<file path="src/rtl/core/huc_pkg.sv">
package huc_pkg;

  localparam int unsigned TokenLen     = 26;
  localparam int unsigned PrefixLen    = 7;
  localparam int unsigned StatusStart  = 9;
  localparam int unsigned MinHeader    = 12;
  localparam int unsigned WantedStatus = 101;
  localparam int unsigned StatusW      = 24;
  localparam int unsigned LengthW      = 16;
  localparam int unsigned VerdictW     = 2;
  localparam int unsigned OutDataW     = 48;
  localparam int unsigned TokIdxW      = 5;

  localparam logic [7:0] ChCr    = 8'h0d;
  localparam logic [7:0] ChLf    = 8'h0a;
  localparam logic [7:0] ChSpace = 8'h20;
  localparam logic [7:0] ChZero  = 8'h30;
  localparam logic [7:0] ChNine  = 8'h39;

  typedef enum logic [VerdictW-1:0] {
    VERDICT_OK          = 2'd0,
    VERDICT_BAD_STATUS  = 2'd1,
    VERDICT_BAD_UPGRADE = 2'd2
  } verdict_e;

  typedef enum logic [1:0] {
    PH_WAIT   = 2'd0,
    PH_SPACE  = 2'd1,
    PH_DIGITS = 2'd2,
    PH_DONE   = 2'd3
  } digit_phase_e;

  typedef enum logic [1:0] {
    TP_NONE   = 2'd0,
    TP_CR     = 2'd1,
    TP_CRLF   = 2'd2,
    TP_CRLFCR = 2'd3
  } term_progress_e;

  function automatic logic [7:0] fold_case(logic [7:0] c);
    logic [7:0] r;
    r = c;
    if (c >= 8'h41 && c <= 8'h5a) r = c + 8'h20;
    return r;
  endfunction

  // Expected status line prefix "HTTP/1.".
  function automatic logic [7:0] prefix_char(logic [2:0] idx);
    logic [7:0] r;
    unique case (idx)
      3'd0:    r = "H";
      3'd1:    r = "T";
      3'd2:    r = "T";
      3'd3:    r = "P";
      3'd4:    r = "/";
      3'd5:    r = "1";
      3'd6:    r = ".";
      default: r = 8'h00;
    endcase
    return r;
  endfunction

  // Upgrade token, lower case, one character per position.
  function automatic logic [7:0] token_char(logic [TokIdxW-1:0] idx);
    logic [7:0] r;
    unique case (idx)
      5'd0:    r = "t";
      5'd1:    r = "a";
      5'd2:    r = "i";
      5'd3:    r = "l";
      5'd4:    r = "s";
      5'd5:    r = "c";
      5'd6:    r = "a";
      5'd7:    r = "l";
      5'd8:    r = "e";
      5'd9:    r = "-";
      5'd10:   r = "c";
      5'd11:   r = "o";
      5'd12:   r = "n";
      5'd13:   r = "t";
      5'd14:   r = "r";
      5'd15:   r = "o";
      5'd16:   r = "l";
      5'd17:   r = "-";
      5'd18:   r = "p";
      5'd19:   r = "r";
      5'd20:   r = "o";
      5'd21:   r = "t";
      5'd22:   r = "o";
      5'd23:   r = "c";
      5'd24:   r = "o";
      5'd25:   r = "l";
      default: r = 8'h00;
    endcase
    return r;
  endfunction

endpackage

</file>
<file path="src/rtl/core/http_upgrade_response_check_core.sv">
// The result word is registered and appears on m_axis in the cycle after the byte that
// ends the header (the second LF of CR LF CR LF) is accepted.
// Throughput: one byte per cycle while s_axis_tready is high; every stage, including the
// token match cells, updates once per header byte. The output register frees s_axis_tready while a result is taken.
// Reset: rst_ni clears all state; the core is idle and ignores bytes until one has start set.
module http_upgrade_response_check_core #(
  parameter int unsigned HEADER_COUNT_LIMIT = 65535,
  parameter int unsigned MAX_STATUS_DIGITS  = 7
) (
  input  logic                         clk_i,
  input  logic                         rst_ni,
  input  logic                         s_axis_tvalid,
  output logic                         s_axis_tready,
  input  logic [7:0]                   s_axis_tdata,  // [7:0] data_byte
  input  logic                         s_axis_tuser,  // [0] start_req
  output logic                         m_axis_tvalid,
  input  logic                         m_axis_tready,
  // [1:0] verdict, [17:2] header_length, [41:18] status_number, [47:42] zero
  output logic [huc_pkg::OutDataW-1:0] m_axis_tdata
);
  import huc_pkg::*;

  localparam int unsigned CntW = $clog2(HEADER_COUNT_LIMIT + 1);
  localparam int unsigned DcW  = $clog2(MAX_STATUS_DIGITS + 1);

  logic                 active_q, active_d;
  logic [CntW-1:0]      cnt_q, cnt_d;
  term_progress_e       tp_q, tp_d;
  logic                 prefix_q, prefix_d;
  digit_phase_e         ph_q, ph_d;
  logic [DcW-1:0]       dcnt_q, dcnt_d;
  logic [StatusW-1:0]   acc_q, acc_d;
  logic                 tok_q, tok_d;
  logic                 m_valid_q, m_valid_d;
  logic [OutDataW-1:0]  m_data_q, m_data_d;

  logic                 s_fire;
  logic                 start;
  logic                 proc;
  logic [7:0]           b;
  logic                 hit;
  logic                 done;
  logic [CntW-1:0]      pos;
  logic [CntW+15:0]     cnt_ext;
  logic                 is_digit;
  verdict_e             verdict;
  logic [StatusW-1:0]   status;

  assign s_axis_tready = ~m_valid_q | m_axis_tready;
  assign s_fire        = s_axis_tvalid & s_axis_tready;
  assign b             = s_axis_tdata;
  assign start         = s_axis_tuser;
  assign proc          = s_fire & (start | active_q);
  assign is_digit      = (b >= ChZero) && (b <= ChNine);

  huc_token_chain u_chain (
    .clk_i  (clk_i),
    .rst_ni (rst_ni),
    .en_i   (proc),
    .clr_i  (start),
    .byte_i (b),
    .hit_o  (hit)
  );

  always_comb begin
    active_d  = active_q;
    cnt_d     = start ? '0 : cnt_q;
    tp_d      = start ? TP_NONE : tp_q;
    prefix_d  = start ? 1'b1 : prefix_q;
    ph_d      = start ? PH_WAIT : ph_q;
    dcnt_d    = start ? '0 : dcnt_q;
    acc_d     = start ? '0 : acc_q;
    tok_d     = start ? 1'b0 : tok_q;
    pos       = cnt_d;
    done      = 1'b0;
    m_valid_d = m_valid_q & ~m_axis_tready;
    m_data_d  = m_data_q;
    verdict   = VERDICT_OK;
    status    = '0;
    cnt_ext   = '0;

    if (proc) begin
      active_d = 1'b1;
      if (pos < CntW'(HEADER_COUNT_LIMIT)) cnt_d = pos + CntW'(1);

      if (pos < CntW'(PrefixLen) && b != prefix_char(pos[2:0])) prefix_d = 1'b0;

      if (pos >= CntW'(StatusStart) && ph_d != PH_DONE) begin
        if ((ph_d == PH_WAIT || ph_d == PH_SPACE) && b == ChSpace) begin
          ph_d = PH_SPACE;
        end else if (is_digit && dcnt_d < DcW'(MAX_STATUS_DIGITS)) begin
          ph_d   = PH_DIGITS;
          acc_d  = (acc_d << 3) + (acc_d << 1) + StatusW'(b[3:0]);
          dcnt_d = dcnt_d + DcW'(1);
        end else begin
          ph_d = PH_DONE;
        end
      end

      if (hit) tok_d = 1'b1;

      priority if (b == ChCr) begin
        tp_d = (tp_d == TP_CRLF) ? TP_CRLFCR : TP_CR;
      end else if (b == ChLf) begin
        done = (tp_d == TP_CRLFCR);
        tp_d = (tp_d == TP_CR) ? TP_CRLF : TP_NONE;
      end else begin
        tp_d = TP_NONE;
      end

      if (done) begin
        if (cnt_d < CntW'(MinHeader) || !prefix_d || dcnt_d == '0) begin
          verdict = VERDICT_BAD_STATUS;
        end else begin
          status = acc_d;
          if (acc_d != StatusW'(WantedStatus)) verdict = VERDICT_BAD_STATUS;
          else if (!tok_d)                     verdict = VERDICT_BAD_UPGRADE;
          else                                 verdict = VERDICT_OK;
        end
        cnt_ext   = {16'b0, cnt_d};
        m_valid_d = 1'b1;
        m_data_d  = {(OutDataW - StatusW - LengthW - VerdictW)'(0), status,
                     cnt_ext[LengthW-1:0], verdict};
        active_d  = 1'b0;
      end
    end
  end

  always_ff @(posedge clk_i or negedge rst_ni) begin
    if (!rst_ni) begin
      active_q  <= 1'b0;
      cnt_q     <= '0;
      tp_q      <= TP_NONE;
      prefix_q  <= 1'b0;
      ph_q      <= PH_WAIT;
      dcnt_q    <= '0;
      acc_q     <= '0;
      tok_q     <= 1'b0;
      m_valid_q <= 1'b0;
      m_data_q  <= '0;
    end else begin
      m_valid_q <= m_valid_d;
      m_data_q  <= m_data_d;
      if (proc) begin
        active_q <= active_d;
        cnt_q    <= cnt_d;
        tp_q     <= tp_d;
        prefix_q <= prefix_d;
        ph_q     <= ph_d;
        dcnt_q   <= dcnt_d;
        acc_q    <= acc_d;
        tok_q    <= tok_d;
      end
    end
  end

  assign m_axis_tvalid = m_valid_q;
  assign m_axis_tdata  = m_data_q;

endmodule

</file>
<file path="src/rtl/core/huc_token_cell.sv">
module huc_token_cell (
  input  logic       clk_i,
  input  logic       rst_ni,
  input  logic       en_i,
  input  logic       prev_i,
  input  logic [7:0] byte_i,
  input  logic [7:0] char_i,
  output logic       match_o
);

  logic match_q, match_d;

  // The cell is set when the newest byte continues a match held by its left neighbor.
  assign match_d = prev_i & (byte_i == char_i);

  always_ff @(posedge clk_i or negedge rst_ni) begin
    if (!rst_ni) begin
      match_q <= 1'b0;
    end else if (en_i) begin
      match_q <= match_d;
    end
  end

  assign match_o = match_q;

endmodule

</file>
<file path="src/rtl/core/huc_token_chain.sv">
module huc_token_chain (
  input  logic       clk_i,
  input  logic       rst_ni,
  input  logic       en_i,
  input  logic       clr_i,
  input  logic [7:0] byte_i,
  output logic       hit_o
);
  import huc_pkg::*;

  localparam int unsigned NumCells = TokenLen - 1;

  logic [7:0]          low;
  logic [NumCells-1:0] match;
  logic [NumCells-1:0] prev;

  assign low = fold_case(byte_i);

  // Cell k holds whether the last k+1 bytes equal the first k+1 token characters.
  for (genvar k = 0; k < NumCells; k++) begin : g_cell
    if (k == 0) begin : g_head
      assign prev[k] = 1'b1;
    end else begin : g_body
      assign prev[k] = match[k-1] & ~clr_i;
    end

    huc_token_cell u_cell (
      .clk_i   (clk_i),
      .rst_ni  (rst_ni),
      .en_i    (en_i),
      .prev_i  (prev[k]),
      .byte_i  (low),
      .char_i  (token_char(TokIdxW'(k))),
      .match_o (match[k])
    );
  end

  assign hit_o = match[NumCells-1] & ~clr_i & (low == token_char(TokIdxW'(TokenLen - 1)));

endmodule

</file>
<file path="config.mk">
export PLATFORM = sky130hd
export DESIGN_NAME = http_upgrade_response_check_core
export DESIGN_NICKNAME = d
export VERILOG_FILES = /design/src/rtl/core/huc_pkg.sv /design/src/rtl/core/http_upgrade_response_check_core.sv /design/src/rtl/core/huc_token_cell.sv /design/src/rtl/core/huc_token_chain.sv
export SDC_FILE = /design/constraint.sdc
export NUM_CORES = 1
export LEC_CHECK = 0
export BUFFER_PORTS_ARGS = -buffer_cell sky130_fd_sc_hd__buf_4
export CAP_MARGIN = 0
export CORE_MARGIN = 4
export CORE_UTILIZATION = 55
export CTS_CLUSTER_SIZE = 40
export DETAILED_ROUTE_END_ITERATION = 10
export PLACE_DENSITY = 0.77
export SKIP_LAST_GASP = 1
export SYNTH_ARGS = -nofsm -noshare
export SYNTH_HDL_FRONTEND = slang
export SYNTH_SLANG_ARGS = --single-unit
export TNS_END_PERCENT = 20
</file>
<file path="constraint.sdc">
create_clock -name clk_i -period 3 [get_ports clk_i]
set_clock_uncertainty 0.1 [all_clocks]
set_input_delay 0.15 -clock clk_i [delete_from_list [all_inputs] [get_ports clk_i]]
set_output_delay 0.15 -clock clk_i [all_outputs]
set_load 0.01 [all_outputs]
</file>
==> impl_metrics.toml, run 1 <==
[clock_network]
clk_path_buf_depth = 2
clock-sinks = 118
cts_buffers = 17
clkTransAtPathRegs_ns = 0.06
clock_latency_ns = 0.42
cts_root_buf = "clkbuf_16"
cts_tree = "built"
h-tree-depth = 4

[finish]
nets = 1167
final_util_pct = 76.9
drive_gt1_share_pct = 31.4
antenna_cells = 0
final_cell_mix = "233 x buf_4, 135 x nand2_1, 118 x dfrtp_1, 57 x nor2_1, 55 x o21ai_0"
finalNonFillerCells = 1296
final_common_cell = "buf_4"
area_growth_pct = 36.9
final.fill_count = 931

[logic_synthesis]
ys_seq_elements = 118
synth-main-ff-cell = "dfrtp_1"
avgSynthCellArea_sq_um = 8.75
ys_async_sr_fraction_pct = 100
yosys.area.top_type = "dfrtp_1"
seq_area_frac_synth_pct = 37.9
ys_warn_count = 0
syn_inst = 891
synth_top_area_share_pct = 37.9
syn_area_sq_um = 7800
synth_area_leaders = "dfrtp_1 38%, ha_1 7.9%, nand2_1 6.6%, o21ai_0 4.2%, nor2_1 2.8%"
synth-edff-count = 0
yosysUniqueCellTypes = 76

[worst_hold_path]
hold-path-endpoint = "u_chain.g_cell[4].u_cell.match_o$_DFFE_PN0P_"
hold_start = "s_axis_tdata[0]"
hold_depth = 3
min_path_type = "input port to flip-flop"

[critical_path]
crit_required_ns = 3.21
crit_start = "acc_q[2]$_DFFE_PN0P_"
regToRegStartpoint = "acc_q[2]$_DFFE_PN0P_"
arrival_ns = 3.67
worstReg2RegEnd = "m_axis_tdata[0]$_DFFE_PN0P_"
endpoint_kind = "flip-flop"
reg2regPathDepth = 13
crit_type = "flip-flop to flip-flop"
r2r_setup_slack_ns = -0.46
path_max_fanout = 5
cp-start-kind = "flip-flop"

[routing]
firstDrtPassIters = 5
dr_wl_met3_mm = 1.62
drc = 0
via_per_inst = 6.12
wl_per_cell_microns = 18.9
dr_wl_met2_mm = 11.8
wirelength_met1_mm = 10.2
via_count = 7933
routed_wl_mm = 24.5
first_iter_violations = 859
detail-route-antenna-nets = 0
route.top_layer_used = "met4"

[die]
die_x_microns = 127
io_pins = 63
die_area_sq_um = 16100
initial_core_util_pct = 56.2
core_sq_um = 13900
die_y_microns = 127
rows = 43

[global_routing]
grt_pass1_vias = 7638
track_usage_pct = 29.4
grt_start_max_net_pins = 91
grt_pass1_wl_mm = 38.4
grt_remaining_overflow = 0
antenna_found_initial = 0

[sta]
grt_setup_unrepaired = "true"
whs_ns = 0.0376
slew-limit-headroom_pct = 44.7
finalHoldViolCount = 0
slew_violations = 0
fin_crit_sh_pct = 115
tns_ns = -4.36
timing.final.ws_setup_ns = -0.460
setup_viol = 24
period_needed_ns = 3.46
fmax_mhz = 289
tightest_slew_ns = 0.829

[pwr]
power_leakage_uw = 0.00513
pwr_density_cell_nw_per_um2 = 404
vdd_drop_max_mv = 0.343

[run]
drv_cap = 0

[place]
port_buffers = 56
placed_cells = 1249
globalplace.congestion = 0.940
dp_hpwl_mm = 16.4
pre_cts_slack_ns = -0.483

[run_status]
status = "complete, but fails checks"
violations = "setup timing"
metrics by stage:
stage | area, sq um | power (uW)
finish | 10700 | 4310
global route | 10700 | 4430
CTS | 10400 | 4290
detailed placement | 9640 | 2120
global placement | 9640 | 2110
floorplan | 7960 | 1940
critical path, stage by stage, from the launching register on:
cell and delay, ns:
dfrtp_1 0.37, nand2_1 0.12, fa_2 0.48, fa_2 0.43
nor2b_4 0.13, o31a_1 0.29, a311oi_4 0.16, buf_4 0.16
a211o_1 0.25, a31oi_1 0.20, nand4_1 0.13, nor3_2 0.16
nand4_1 0.17, o22a_1 0.20
cell families (layout without fill, tap and decap cells):
group                    count (synthesis)  after routing  share of synthesized area [%]
buffers and inverters                   76            296                           4.16
flip-flops                             118            118                           37.9
other                                    1              6                         0.0481
AND/OR/NAND/NOR                        356            356                           22.8
XOR/XNOR                                23             23                           2.58
multiplexers                            27             27                           3.67
AO/OA/AOI/OAI                          239            239                           20.5
adder cells (fa/ha/maj)                 51             51                           8.37
flip-flops by register name (all words and copies together) (netlist names):
register / cells
m_axis_tdata: 42
cnt_q: 16
dcnt_q: 3
prefix_q: 1
m_axis_tvalid: 1
tok_q: 1
acc_q: 24
ph_q: 2
tp_q: 2
active_q: 1
u_chain.g_cell.u_cell.match_o: 25
worst max path at each step:
stage / end / slack, ns / depth (start not counted)
detailed placement: m_axis_tdata[38]$_DFFE_PN0P_ / -0.48 / 14
global route: m_axis_tdata[0]$_DFFE_PN0P_ / -0.64 / 13
floorplan: m_axis_tdata[0]$_DFFE_PN0P_ / -0.40 / 18
CTS: m_axis_tdata[0]$_DFFE_PN0P_ / -0.35 / 15
finish: m_axis_tdata[0]$_DFFE_PN0P_ / -0.46 / 13
global placement: m_axis_tdata[0]$_DFFE_PN0P_ / -0.37 / 15
cell usage after synthesis (all sizes together), types with 6 or more instances:
cell type,n
nor3,19
a21o,9
inv,21
o21ai,68
mux2i,17
nand4,18
a22o,20
a211oi,6
buf,22
nand2b,9
dfrtp,118
nor2b,35
nor4,16
nand3,22
ha,49
a21oi,42
and3,9
o21a,6
nor2,59
clkbuf,32
nand2,138
xor2,6
mux2,10
nand3b,6
xnor2,17
o31ai,26
a31oi,10
final cells by class:
type / count / area (sq um) / area share, %
Multi-Input combinational cell: 702 / 4900 / 45.9
Sequential cell: 118 / 2950 / 27.7
Clock buffer: 20 / 457 / 4.28
Timing Repair Buffer: 242 / 1880 / 17.6
Inverter: 22 / 83.8 / 0.785
Tap cell: 180 / 225 / 2.11
Clock inverter: 12 / 176 / 1.65
power by group:
group / total, uW / internal [uW] / switching, uW
sequential: 1650 / 1620 / 28.8
clock: 2190 / 1430 / 756
combinational: 475 / 194 / 281
total: 4310 / 3240 / 1070
timing repair:
| item | in CTS | in global routing |
|---|---|---|
| gates resized for setup | 16 | 48 |
| pin swaps | 16 | 31 |
| endpoints found under the hold margin | 63 | 0 |
| setup buffers | 4 | 8 |
| endpoints found under the setup margin | 33 | 49 |
| hold buffers | 4 | 0 |
metal layers:
| layer | global-route usage, % | up-vias |
|---|---|---|
| met5 | 0 | - |
| met4 | 12.4 | 0 |
| met3 | 5.39 | 80 |
| met2 | 47.0 | 347 |
| met1 | 39.5 | 3842 |
| li1 | - | 3664 |
(Power assumes the default switching activity.)
==> run 2, diff against run 1 <==
--- a/config.mk
+++ b/config.mk
@@ -7,11 +7,12 @@
 export LEC_CHECK = 0
 export BUFFER_PORTS_ARGS = -buffer_cell sky130_fd_sc_hd__buf_4
 export CAP_MARGIN = 0
+export CORE_ASPECT_RATIO = 0.7
 export CORE_MARGIN = 4
-export CORE_UTILIZATION = 55
+export CORE_UTILIZATION = 42
 export CTS_CLUSTER_SIZE = 40
 export DETAILED_ROUTE_END_ITERATION = 10
-export PLACE_DENSITY = 0.77
+export PLACE_DENSITY = 0.62
 export SKIP_LAST_GASP = 1
 export SYNTH_ARGS = -nofsm -noshare
 export SYNTH_HDL_FRONTEND = slang
==> run 2 against run 1 <==
Compared with the run above: the run still ends with setup timing left; die area up 29%; highest routed layer unchanged; count of clock-buffer cells in the layout fell by 2; clock power fell by 16%; worst hold slack better by 0.044 ns; sequential cell count unchanged; sequential share of layout area shrank 0.86 points; routed wire length up 5.8%; first-iteration DRC count fell by 13%; largest power group unchanged.
==> impl_metrics.toml, run 2 (synthesis results as in run 1) <==
[critical_path]
cp-start-kind = "flip-flop"
crit_slowest_cell = "fa_2"
crit_required_ns = 3.21
arrival_ns = 3.68
worstPathCellList = "nand2_2, fa_2, fa_2, nor2b_4, o31a_1, a311oi_4, buf_4, a2111o_1, o211a_1, nand4_1, nor3_2, nand4_1, o22a_1"
endpoint_kind = "flip-flop"
cp_top_family = "compound AO/OA/AOI/OAI gates"
crit_type = "flip-flop to flip-flop"
cp_num_buf_inv = 1
critical-path-max-stage-delay_ns = 0.57
crit_cells = 13
path_max_fanout = 5
reg2regPathDepth = 13

[place]
pre_cts_slack_ns = -0.658
port_buffers = 56
globalplace.congestion = 0.948
dp_hpwl_mm = 18.1

[die]
die_area_sq_um = 20800
io_pins = 63
rows = 41
die_x_microns = 171
die_y_microns = 122
initial_core_util_pct = 43.1
core_sq_um = 18100

[clock_network]
clkTransAtPathRegs_ns = 0.06
cts_root_buf = "clkbuf_16"
h-tree-depth = 4
clock-sinks = 118
clock_latency_ns = 0.43
clk_path_buf_depth = 2
cts_tree = "built"
cts_buffers = 17

[run]
drv_cap = 0

[sta]
period_needed_ns = 3.47
timing.final.ws_setup_ns = -0.472
fin_crit_sh_pct = 116
tns_ns = -5.09
grt_setup_unrepaired = "true"
setup_viol = 30
fmax_mhz = 288
slew-limit-headroom_pct = 50.7
finalHoldViolCount = 0
slew_violations = 0
whs_ns = 0.0818
tightest_slew_ns = 0.735

[run_status]
violations = "setup timing"
status = "complete, but fails checks"

[routing]
via_per_inst = 5.64
first_iter_violations = 750
detail-route-antenna-nets = 0
via_count = 7816
wl_per_cell_microns = 18.7
routed_wl_mm = 25.9
drc = 0
firstDrtPassIters = 6

[finish]
final_common_cell = "buf_4"
final.fill_count = 1547
nets = 1201
antenna_cells = 0
final_cell_mix = "263 x buf_4, 133 x nand2_1, 117 x dfrtp_1, 58 x o21ai_0, 57 x nor2_1"
final_util_pct = 60.9
drive_gt1_share_pct = 34.6
largest_reg_flops = 42
area_growth_pct = 41.3

[worst_hold_path]
min_path_type = "input port to flip-flop"
hold_depth = 3

[pwr]
vdd_drop_max_mv = 0.351
pwr_density_cell_nw_per_um2 = 365
total_power_uw = 4020
power_leakage_uw = 0.00528

[global_routing]
grt_pass1_vias = 7529
grt_remaining_overflow = 0
grt_pass1_wl_mm = 40.3
antenna_found_initial = 0
track_usage_pct = 24.5
grt_start_max_net_pins = 119
## run 2: cell types whose count changed in the layout (fill, tap and decap cells not counted), moves of 3 or more
cell       previous run  this run
a21oi_1              37        34
a21oi_2               5         8
buf_4               233       263
bufinv_16             4         0
clkinv_2              4         7
nor2b_2               9         6
o21ai_0              55        58
o21ai_1              10         6
## run 2: cell type report
type | instances | area, sq um | share of cell area (%)
tap | 236 | 295 | 2.68
clock inverter | 13 | 87.6 | 0.795
clock buffer | 18 | 429 | 3.89
inverter | 22 | 83.8 | 0.761
sequential | 118 | 2950 | 26.8
timing repair buffer | 276 | 2170 | 19.7
multi-input combinational | 702 | 5000 | 45.4
## run 2: path summary, 6_finish.rpt
| kind | endpoint | slack (ns) | startpoint |
|---|---|---|---|
| worst min register to register | u_chain.g_cell[21].u_cell.match_o$_DFFE_PN0P_ | 0.36 | u_chain.g_cell[21].u_cell.match_o$_DFFE_PN0P_ |
| worst min-delay path | acc_q[1]$_DFFE_PN0P_ | 0.08 | s_axis_tdata[1] |
| max in group asynchronous | cnt_q[4]$_DFFE_PN0P_ | 2.01 | rst_ni |
| worst max-delay path | m_axis_tdata[0]$_DFFE_PN0P_ | -0.47 | acc_q[2]$_DFFE_PN0P_ |
| min in group asynchronous | acc_q[19]$_DFFE_PN0P_ | 0.23 | rst_ni |
| worst max register to register | m_axis_tdata[0]$_DFFE_PN0P_ | -0.47 | acc_q[2]$_DFFE_PN0P_ |
## run 2: repair_timing
| action | in CTS | in global routing |
|---|---|---|
| endpoints found under the hold margin | 121 | 0 |
| pin swaps | 22 | 30 |
| gates cloned | 0 | 2 |
| gates resized for setup | 29 | 51 |
| hold buffers | 5 | 0 |
| endpoints found under the setup margin | 36 | 45 |
| buffers inserted | 10 | 9 |
## run 2: routing by layer
metal	part of all wire, %	wire length (microns)	track usage, %	vias to the layer above
met5	0	0	0	-
met2	41	10600	34.4	265
met1	51	13300	38.7	3767
met4	0.95	246	5.44	0
li1	-	-	-	3751
met3	6.8	1750	4.57	33
## run 2: through the flow
step / instances / instance area (sq um)
floorplan: 896 / 7960
global placement: 1329 / 9910
detailed placement: 1329 / 9910
CTS: 1374 / 10700
global route: 1385 / 11000
finish: 1385 / 11000
## run 2: worst register-to-register path, stage by stage (launching register included)
cell and delay [ns]:
dfrtp_1 0.38, nand2_2 0.08, fa_2 0.57, fa_2 0.24
nor2b_4 0.05, o31a_1 0.39, a311oi_4 0.35, buf_4 0.18
a2111o_1 0.13, o211a_1 0.17, nand4_1 0.14, nor3_2 0.25
nand4_1 0.14, o22a_1 0.18
## run 2: power by group
group / leakage, uW / switching, uW / total, uW / internal, uW
clock: 0.000251 / 812 / 1850 / 1040
combinational: 0.00340 / 300 / 518 / 218
sequential: 0.00163 / 28.6 / 1650 / 1620
total: 0.00528 / 1140 / 4020 / 2880
